===== src/rtl/mlcp_pkg.sv =====
// ----------------------------------------------------------------------------
// mlcp_pkg
// Shared constants, label tables and helpers for the meter line parser.
// ----------------------------------------------------------------------------
package mlcp_pkg;

   localparam int CODE_W     = 5;
   localparam int NUM_LABELS = 22;

   typedef logic [CODE_W-1:0] label_code_type;

   localparam label_code_type UNKNOWN_LABEL = label_code_type'(NUM_LABELS);

   // Special bytes of the serial stream
   localparam logic [7:0] CHAR_NUL   = 8'h00;
   localparam logic [7:0] CHAR_LF    = 8'h0A;
   localparam logic [7:0] CHAR_CR    = 8'h0D;
   localparam logic [7:0] CHAR_SPACE = 8'h20;
   localparam logic [7:0] CHAR_ZERO  = 8'h30;
   localparam logic [7:0] CHAR_NINE  = 8'h39;

   // Checksum is the six-bit byte sum plus this offset
   localparam logic [7:0] CHECK_OFFSET = 8'h20;

   localparam logic [39:0] VALUE_MAX = 40'd999999999999;

   // Label text, right aligned, first character in the highest used byte
   localparam logic [63:0] LABEL_TEXT [NUM_LABELS] = '{
      64'("ADCO"),    64'("OPTARIF"), 64'("ISOUSC"),  64'("BASE"),
      64'("HCHC"),    64'("HCHP"),    64'("EJPHPM"),  64'("EJPHN"),
      64'("BBRHCJB"), 64'("BBRHPJB"), 64'("BBRHCJW"), 64'("BBRHPJW"),
      64'("BBRHCJR"), 64'("BBRHPJR"), 64'("PTEC"),    64'("IINST"),
      64'("IMAX"),    64'("PAPP"),    64'("DEMAIN"),  64'("HHPHC"),
      64'("ADPS"),    64'("MOTDETAT")
   };

   localparam logic [3:0] LABEL_LEN [NUM_LABELS] = '{
      4'd4, 4'd7, 4'd6, 4'd4, 4'd4, 4'd4, 4'd6, 4'd5,
      4'd7, 4'd7, 4'd7, 4'd7, 4'd7, 4'd7, 4'd4, 4'd5,
      4'd4, 4'd4, 4'd6, 4'd5, 4'd4, 4'd8
   };

   // Width of each label's value field in characters
   localparam logic [3:0] LABEL_FIELD_W [NUM_LABELS] = '{
      4'd12, 4'd4, 4'd2, 4'd9, 4'd9, 4'd9, 4'd9, 4'd9,
      4'd9,  4'd9, 4'd9, 4'd9, 4'd9, 4'd9, 4'd4, 4'd3,
      4'd3,  4'd5, 4'd4, 4'd1, 4'd3, 4'd6
   };

   // Field width for a label code; zero for the unknown code
   function automatic logic [3:0] field_width(input label_code_type code);
      logic [3:0] fw;
      fw = '0;
      for (int k = 0; k < NUM_LABELS; k++) begin
         if (code == label_code_type'(k)) begin
            fw = LABEL_FIELD_W[k];
         end
      end
      return fw;
   endfunction

endpackage


===== src/rtl/mlcp_label_lookup.sv =====
// ----------------------------------------------------------------------------
// mlcp_label_lookup
// Matches the gathered label characters and length against the label table.
// ----------------------------------------------------------------------------
module mlcp_label_lookup #(
   parameter int LEN_W = 6
) (
   input  logic [63:0]             label_chars,
   input  logic [LEN_W-1:0]        label_len,
   output mlcp_pkg::label_code_type code
);
   import mlcp_pkg::*;

   always_comb begin
      logic [63:0] mask;
      code = UNKNOWN_LABEL;
      for (int k = 0; k < NUM_LABELS; k++) begin
         mask = (LABEL_LEN[k] == 4'd8) ? {64{1'b1}}
                                       : ((64'd1 << (8 * LABEL_LEN[k])) - 64'd1);
         if (label_len == LEN_W'(LABEL_LEN[k]) &&
             (label_chars & mask) == LABEL_TEXT[k]) begin
            code = label_code_type'(k);
         end
      end
   end

endmodule


===== src/rtl/meter_line_checksum_parser_core.sv =====
// ----------------------------------------------------------------------------
// meter_line_checksum_parser_core
// Gathers meter serial bytes into lines, checks each line's checksum, looks
// up its label and decodes the label's decimal value field.
// ----------------------------------------------------------------------------
//   channel  | direction | handshake            | payload
//   req_     | in        | req_valid/req_stall  | rx_byte, chunk_end
//   rsp_     | out       | rsp_valid/rsp_stall  | checksum_ok, label_code,
//            |           |                      | value_number, value_is_number,
//            |           |                      | value_head, truncated
//
// One byte per cycle while the result is not stalled; the byte that closes a
// line passes the input register, then the result register, raising rsp_valid.
// Line state lives in registers updated by one pass of logic per byte.
// Synchronous reset clears the line state and both stage valids.
// A stalled result holds and backs up into req_stall only once the input
// register also holds a byte.
// ----------------------------------------------------------------------------
module meter_line_checksum_parser_core #(
   parameter int LINE_BYTES = 64
) (
   input  logic        clock,
   input  logic        reset,
   input  logic        req_valid,
   output logic        req_stall,
   input  logic [7:0]  req_rx_byte,
   input  logic        req_chunk_end,
   output logic        rsp_valid,
   input  logic        rsp_stall,
   output logic        rsp_checksum_ok,
   output logic [4:0]  rsp_label_code,
   output logic [39:0] rsp_value_number,
   output logic        rsp_value_is_number,
   output logic [31:0] rsp_value_head,
   output logic        rsp_truncated
);
   import mlcp_pkg::*;

   localparam int LEN_W = $clog2(LINE_BYTES);
   localparam logic [LEN_W-1:0] LEN_LAST = LEN_W'(LINE_BYTES - 1);

   // Input register
   logic       in_valid_ff, in_valid_in;
   logic [7:0] in_byte_ff;
   logic       in_chunk_ff;

   // Line state
   logic [LEN_W-1:0] len_ff, len_in;
   logic [5:0]       sum_ff, sum_in;
   logic [15:0]      last_ff, last_in;
   logic [63:0]      chars_ff, chars_in;
   logic             space_ff, space_in;
   label_code_type   match_ff, match_in;
   logic [3:0]       digits_ff, digits_in;
   logic [39:0]      acc_ff, acc_in;
   logic             all_ff, all_in;
   logic [31:0]      head_ff, head_in;

   // Result register
   logic        out_valid_ff, out_valid_in;
   logic        out_ok_ff;
   logic [4:0]  out_code_ff;
   logic [39:0] out_num_ff;
   logic        out_isnum_ff;
   logic [31:0] out_head_ff;
   logic        out_trunc_ff;

   logic out_block, advance;
   logic is_clear_byte, is_cr, close, emit, store, clear;
   label_code_type lookup_code;

   logic [7:0]  sum_wide;
   logic [3:0]  digit;
   logic [43:0] acc_next;
   logic        ok, known, is_num;

   assign out_block = out_valid_ff && rsp_stall;
   assign advance   = in_valid_ff && !out_block;
   assign req_stall = in_valid_ff && out_block;

   assign in_valid_in = req_stall ? in_valid_ff : req_valid;

   always_ff @(posedge clock) begin
      if (reset) begin
         in_valid_ff <= 1'b0;
      end else begin
         in_valid_ff <= in_valid_in;
      end
      if (!req_stall) begin
         in_byte_ff  <= req_rx_byte;
         in_chunk_ff <= req_chunk_end;
      end
   end

   mlcp_label_lookup #(
      .LEN_W(LEN_W)
   ) u_label_lookup (
      .label_chars(chars_ff),
      .label_len  (len_ff),
      .code       (lookup_code)
   );

   always_comb begin
      is_clear_byte = (in_byte_ff == CHAR_LF) || (in_byte_ff == CHAR_NUL);
      is_cr         = (in_byte_ff == CHAR_CR);
      close         = !is_clear_byte && (is_cr || len_ff >= LEN_LAST);
      emit          = close && (len_ff != '0);
      store         = !is_clear_byte && !close;
      clear         = is_clear_byte || close || in_chunk_ff;

      sum_wide = {2'b00, sum_ff} + last_ff[15:8];
      digit    = 4'(in_byte_ff - CHAR_ZERO);
      acc_next = {1'b0, acc_ff, 3'b000} + {3'b000, acc_ff, 1'b0} + {40'd0, digit};

      ok     = (({2'b00, sum_ff} + CHECK_OFFSET) == last_ff[7:0]);
      known  = ok && (match_ff != UNKNOWN_LABEL);
      is_num = known && all_ff && (digits_ff != 4'd0);
   end

   // Line state next value
   always_comb begin
      len_in    = len_ff;
      sum_in    = sum_ff;
      last_in   = last_ff;
      chars_in  = chars_ff;
      space_in  = space_ff;
      match_in  = match_ff;
      digits_in = digits_ff;
      acc_in    = acc_ff;
      all_in    = all_ff;
      head_in   = head_ff;
      if (advance) begin
         if (clear) begin
            len_in    = '0;
            sum_in    = '0;
            last_in   = '0;
            chars_in  = '0;
            space_in  = 1'b0;
            match_in  = UNKNOWN_LABEL;
            digits_in = '0;
            acc_in    = '0;
            all_in    = 1'b1;
            head_in   = '0;
         end else if (store) begin
            len_in  = len_ff + LEN_W'(1);
            last_in = {last_ff[7:0], in_byte_ff};
            if (len_ff >= LEN_W'(2)) begin
               sum_in = sum_wide[5:0];
            end
            if (!space_ff) begin
               if (in_byte_ff == CHAR_SPACE) begin
                  space_in = 1'b1;
                  match_in = lookup_code;
               end else begin
                  chars_in = {chars_ff[55:0], in_byte_ff};
               end
            end else if (match_ff != UNKNOWN_LABEL &&
                         digits_ff < field_width(match_ff)) begin
               if (digits_ff[3:2] == 2'b00) begin
                  case (digits_ff[1:0])
                     2'd0:    head_in[31:24] = head_ff[31:24] | in_byte_ff;
                     2'd1:    head_in[23:16] = head_ff[23:16] | in_byte_ff;
                     2'd2:    head_in[15:8]  = head_ff[15:8]  | in_byte_ff;
                     default: head_in[7:0]   = head_ff[7:0]   | in_byte_ff;
                  endcase
               end
               if (in_byte_ff >= CHAR_ZERO && in_byte_ff <= CHAR_NINE) begin
                  // saturate at the largest twelve-digit value
                  acc_in = (acc_next > {4'd0, VALUE_MAX}) ? VALUE_MAX : acc_next[39:0];
               end else begin
                  all_in = 1'b0;
               end
               digits_in = digits_ff + 4'd1;
            end
         end
      end
   end

   always_ff @(posedge clock) begin
      if (reset) begin
         len_ff    <= '0;
         sum_ff    <= '0;
         last_ff   <= '0;
         chars_ff  <= '0;
         space_ff  <= 1'b0;
         match_ff  <= UNKNOWN_LABEL;
         digits_ff <= '0;
         acc_ff    <= '0;
         all_ff    <= 1'b1;
         head_ff   <= '0;
      end else begin
         len_ff    <= len_in;
         sum_ff    <= sum_in;
         last_ff   <= last_in;
         chars_ff  <= chars_in;
         space_ff  <= space_in;
         match_ff  <= match_in;
         digits_ff <= digits_in;
         acc_ff    <= acc_in;
         all_ff    <= all_in;
         head_ff   <= head_in;
      end
   end

   // Hold a stalled result; otherwise load on a closing byte
   assign out_valid_in = out_block ? 1'b1 : (advance && emit);

   always_ff @(posedge clock) begin
      if (reset) begin
         out_valid_ff <= 1'b0;
      end else begin
         out_valid_ff <= out_valid_in;
      end
      if (advance && emit) begin
         out_ok_ff    <= ok;
         out_code_ff  <= known ? match_ff : UNKNOWN_LABEL;
         out_num_ff   <= is_num ? acc_ff : '0;
         out_isnum_ff <= is_num;
         out_head_ff  <= known ? head_ff : '0;
         out_trunc_ff <= !is_cr;
      end
   end

   assign rsp_valid           = out_valid_ff;
   assign rsp_checksum_ok     = out_ok_ff;
   assign rsp_label_code      = out_code_ff;
   assign rsp_value_number    = out_num_ff;
   assign rsp_value_is_number = out_isnum_ff;
   assign rsp_value_head      = out_head_ff;
   assign rsp_truncated       = out_trunc_ff;

endmodule


===== config.mk =====
export PLATFORM = sky130hd
export DESIGN_NAME = meter_line_checksum_parser_core
export DESIGN_NICKNAME = d
export VERILOG_FILES = /design/src/rtl/mlcp_pkg.sv /design/src/rtl/mlcp_label_lookup.sv /design/src/rtl/meter_line_checksum_parser_core.sv
export SDC_FILE = /design/constraint.sdc
export NUM_CORES = 1
export LEC_CHECK = 0
export CORE_MARGIN = 2
export CORE_UTILIZATION = 49
export CTS_CLUSTER_DIAMETER = 60
export DETAILED_ROUTE_END_ITERATION = 6
export DONT_BUFFER_PORTS = 1
export GPL_ROUTABILITY_DRIVEN = 0
export PLACE_DENSITY = 0.63
export SETUP_SLACK_MARGIN = 0.02
export SYNTH_ARGS = -nofsm -noshare
export SYNTH_HDL_FRONTEND = slang
export SYNTH_SLANG_ARGS = --single-unit
export TNS_END_PERCENT = 5

===== constraint.sdc =====
create_clock -name clock -period 9.8 [get_ports clock]
set_input_delay 0.49 -clock clock [delete_from_list [all_inputs] [get_ports clock]]
set_output_delay 0.49 -clock clock [all_outputs]
set_load 0.01 [all_outputs]

==> out/results.ini <==
[floorplan]
core_region_area_um2=28860
die_area_um2=30810
die_h_um=175.5
start_util_pct=49.97
ios=95
row_count=62
fp.dieW_um=175.5

[layout]
nets=1673
drive_gt1_share_pct=5.923
area_delta_synth_final_pct=9.398

[sta]
relSlewSlack_pct=26.43
fmax_mhz=201.1
setup_viol=0
layout_setup_ws_ps=4827
skew_ps=9.460
slew_viol_final=0
hold_violations=0
finalCritPeriodShare_pct=50.74
finalCriticalPeriod_ps=4973
tns_ps=0
rsz0062_at_grt=false
hold_slack_ps=48.64
worst_pin_slew_ps=1100

[clock_tree]
clk_path_buf_depth=3
clk_pin_slew_ps=60
clkLatencyLatePin_ps=580
clock_sinks=264
cts_buffers=31
cts-root-buf=clkbuf_16
post_cts_buffers=0
ctsHtreeMaxLevel=1
cts_tree=done

[detailed_routing]
wirelength_um=37930
vias=11990
detail_route.wl_per_cell_um=19.23
via_per_inst=6.079
drc=0
drt_iter0_drc=1049
drt-pass1-iter-count=7
final_antenna_net_count=0

[synth]
synth_fp_nets=1708
synth.distinct_cells=81
avgSynthCellArea_um2=9.029
synth_cells=1597
synth_ff_type=dfxtp_1
synthesis.area_um2=14420
synth-seq-cells=264
synth_edf_count=89
seq_area_frac_synth_pct=42.83
synthArstFlopShare_pct=0
synth_warnings=0

[grt]
antenna_found_initial=2
grt_max_degree=70
grtUsageTotal_pct=24.34
grt_pass1_wl_um=61090
grt_pass1_vias=11280
grt_remaining_overflow=0

[placed_design]
dp_slack_ps=4873
port-buffer-count=0
dp_hpwl_um=25950

[pwr]
power_density_nw_per_um2=147.7
p_leak_uw=0.005962
max-vdd-ir-drop_mv=0.1372

[critical_path]
cp-start-kind=register
critPathKind=register to register
cp-end-kind=register
r2r_slack_ps=4830
crit_required_ps=10210
reg2reg_from=in_byte_ff[3]
cp.arrival_ps=5380
reg2regPathDepth=13
rr_endpoint=acc_ff[3]
crit_fanout=35

[run_status]
status=completed

[hold_path]
hold_class=primary input to register
holdCritStartpoint=reset
min_path_cells=1
hold_path_end=match_ff[4]

[job]
maxCapViolCount=0

==> through the flow <==
step           area [um2]  utilization (%)  total power (uW)  cells
6_report            15770            54.66              2330   1972
5_1_grt             15770            54.66              2401   1972
2_1_floorplan       14420                -              1207   1597
4_1_cts             15770            54.65              2349   1971
3_3_place_gp        14620            50.65              1217   1900
3_5_place_dp        14620            50.65              1217   1900
==> state kept, by name, summed over array words and instances (netlist names), 5 cells and up <==
name	flops
in_byte_ff	8
len_ff	6
match_ff	5
rsp_value_number	40
head_ff	32
rsp_value_head	32
sum_ff	6
chars_ff	64
rsp_label_code	5
last_ff	14
acc_ff	40
==> final cells by class <==
cell class	instances	area (um2)
timing repair buffer	26	245.2
clock inverter	19	170.2
inverter	24	90.09
tap	384	480.5
sequential	264	6176
multi-input combinational	1215	7774
fill	2680	13080
antenna	1	2.502
clock buffer	39	835.8
==> per-layer routing <==
layer,global-route usage [%],vias to the layer above,routed length [um]
met2,36.47,437,15900
li1,-,5813,-
met5,0,-,13
met1,34.56,5672,17850
met3,6.255,64,3220
met4,7.266,2,940
==> cell usage after synthesis (6+ instances only) <==
cell | number | area [um2]
mux2i_1 | 6 | 60.06
a31oi_1 | 27 | 168.9
and2_1 | 81 | 506.7
o211ai_1 | 8 | 60.06
o21ai_1 | 10 | 50.05
ha_1 | 95 | 1189
nor3_1 | 37 | 185.2
a22oi_1 | 71 | 533.0
o21bai_1 | 10 | 75.07
clkbuf_1 | 66 | 247.7
o2bb2ai_1 | 16 | 140.1
xnor2_1 | 25 | 219.0
inv_1 | 24 | 90.09
nand2_1 | 126 | 473.0
or2_2 | 6 | 37.54
edfxtp_1 | 89 | 2673
and3_1 | 14 | 87.58
nor4bb_1 | 9 | 90.09
nor4_1 | 27 | 168.9
nor4b_1 | 12 | 105.1
a21oi_1 | 153 | 765.7
nor2_1 | 193 | 724.4
a311oi_1 | 6 | 52.55
o21ai_0 | 35 | 175.2
nand4_1 | 25 | 156.4
nand3_1 | 46 | 230.2
a21o_1 | 17 | 127.6
xor2_1 | 23 | 201.4
or3_1 | 13 | 81.33
nor2b_1 | 14 | 87.58
nand2b_1 | 14 | 87.58
o21a_1 | 6 | 45.04
dfxtp_1 | 175 | 3503
buf_2 | 20 | 100.1
==> layout by cell type, fill, tap and decap left out, types with 13 or more instances in the layout <==
| cell type | n |
|---|---|
| nand4_1 | 25 |
| ha_1 | 95 |
| nand3_1 | 46 |
| and3_1 | 14 |
| nor3_1 | 35 |
| nand2_1 | 126 |
| xnor2_1 | 25 |
| a21oi_1 | 153 |
| a31oi_1 | 27 |
| and2_1 | 81 |
| clkbuf_16 | 31 |
| dfxtp_1 | 175 |
| or3_1 | 13 |
| edfxtp_1 | 89 |
| buf_4 | 13 |
| nor2b_1 | 13 |
| a21o_1 | 17 |
| nor2_1 | 193 |
| nor4_1 | 27 |
| nand2b_1 | 14 |
| a22oi_1 | 71 |
| o2bb2ai_1 | 16 |
| o21ai_0 | 35 |
| inv_1 | 24 |
| xor2_1 | 23 |
==> timing repair <==
action,CTS,global route
endpoints found under the hold margin,78,0
setup endpoints to repair,0,0
hold buffers,13,0
gates resized for setup,0,0
==> power breakdown <==
part / total, uW / internal (uW) / switching (uW)
clock: 1120 / 641 / 481
combinational: 60.9 / 17.9 / 43.0
sequential: 1150 / 1130 / 14.1
==> worst max-delay path by stage <==
stage	from	to	slack, ps
2_1_floorplan	in_byte_ff[7]	rsp_checksum_ok	2540
3_3_place_gp	in_byte_ff[3]	acc_ff[3]	4940
3_5_place_dp	in_byte_ff[3]	acc_ff[3]	4870
4_1_cts	in_byte_ff[3]	acc_ff[3]	4850
5_1_grt	in_byte_ff[3]	acc_ff[3]	4540
6_report	in_byte_ff[3]	acc_ff[3]	4830
==> critical path: stages (launching register included) <==
cell and delay [ps]:
edfxtp_1 610, fa_1 600, inv_1 70, fa_1 440, nand2b_1 180, a21oi_2 270, o21a_1 230, o31a_1 130
mux4_2 240, nand4_1 90, or4_1 440, o311a_1 390, a31oi_4 890, a41oi_1 200
==> cell families after synthesis <==
| group | synth area share, % |
|---|---|
| compound gates | 18.80 |
| fa+ha+maj | 8.660 |
| xor+xnor | 2.916 |
| simple gates | 22.76 |
| mux | 0.5727 |
| flops | 42.83 |
| buf+inv | 3.462 |
No activity file was read; power rests on OpenSTA's default activity.
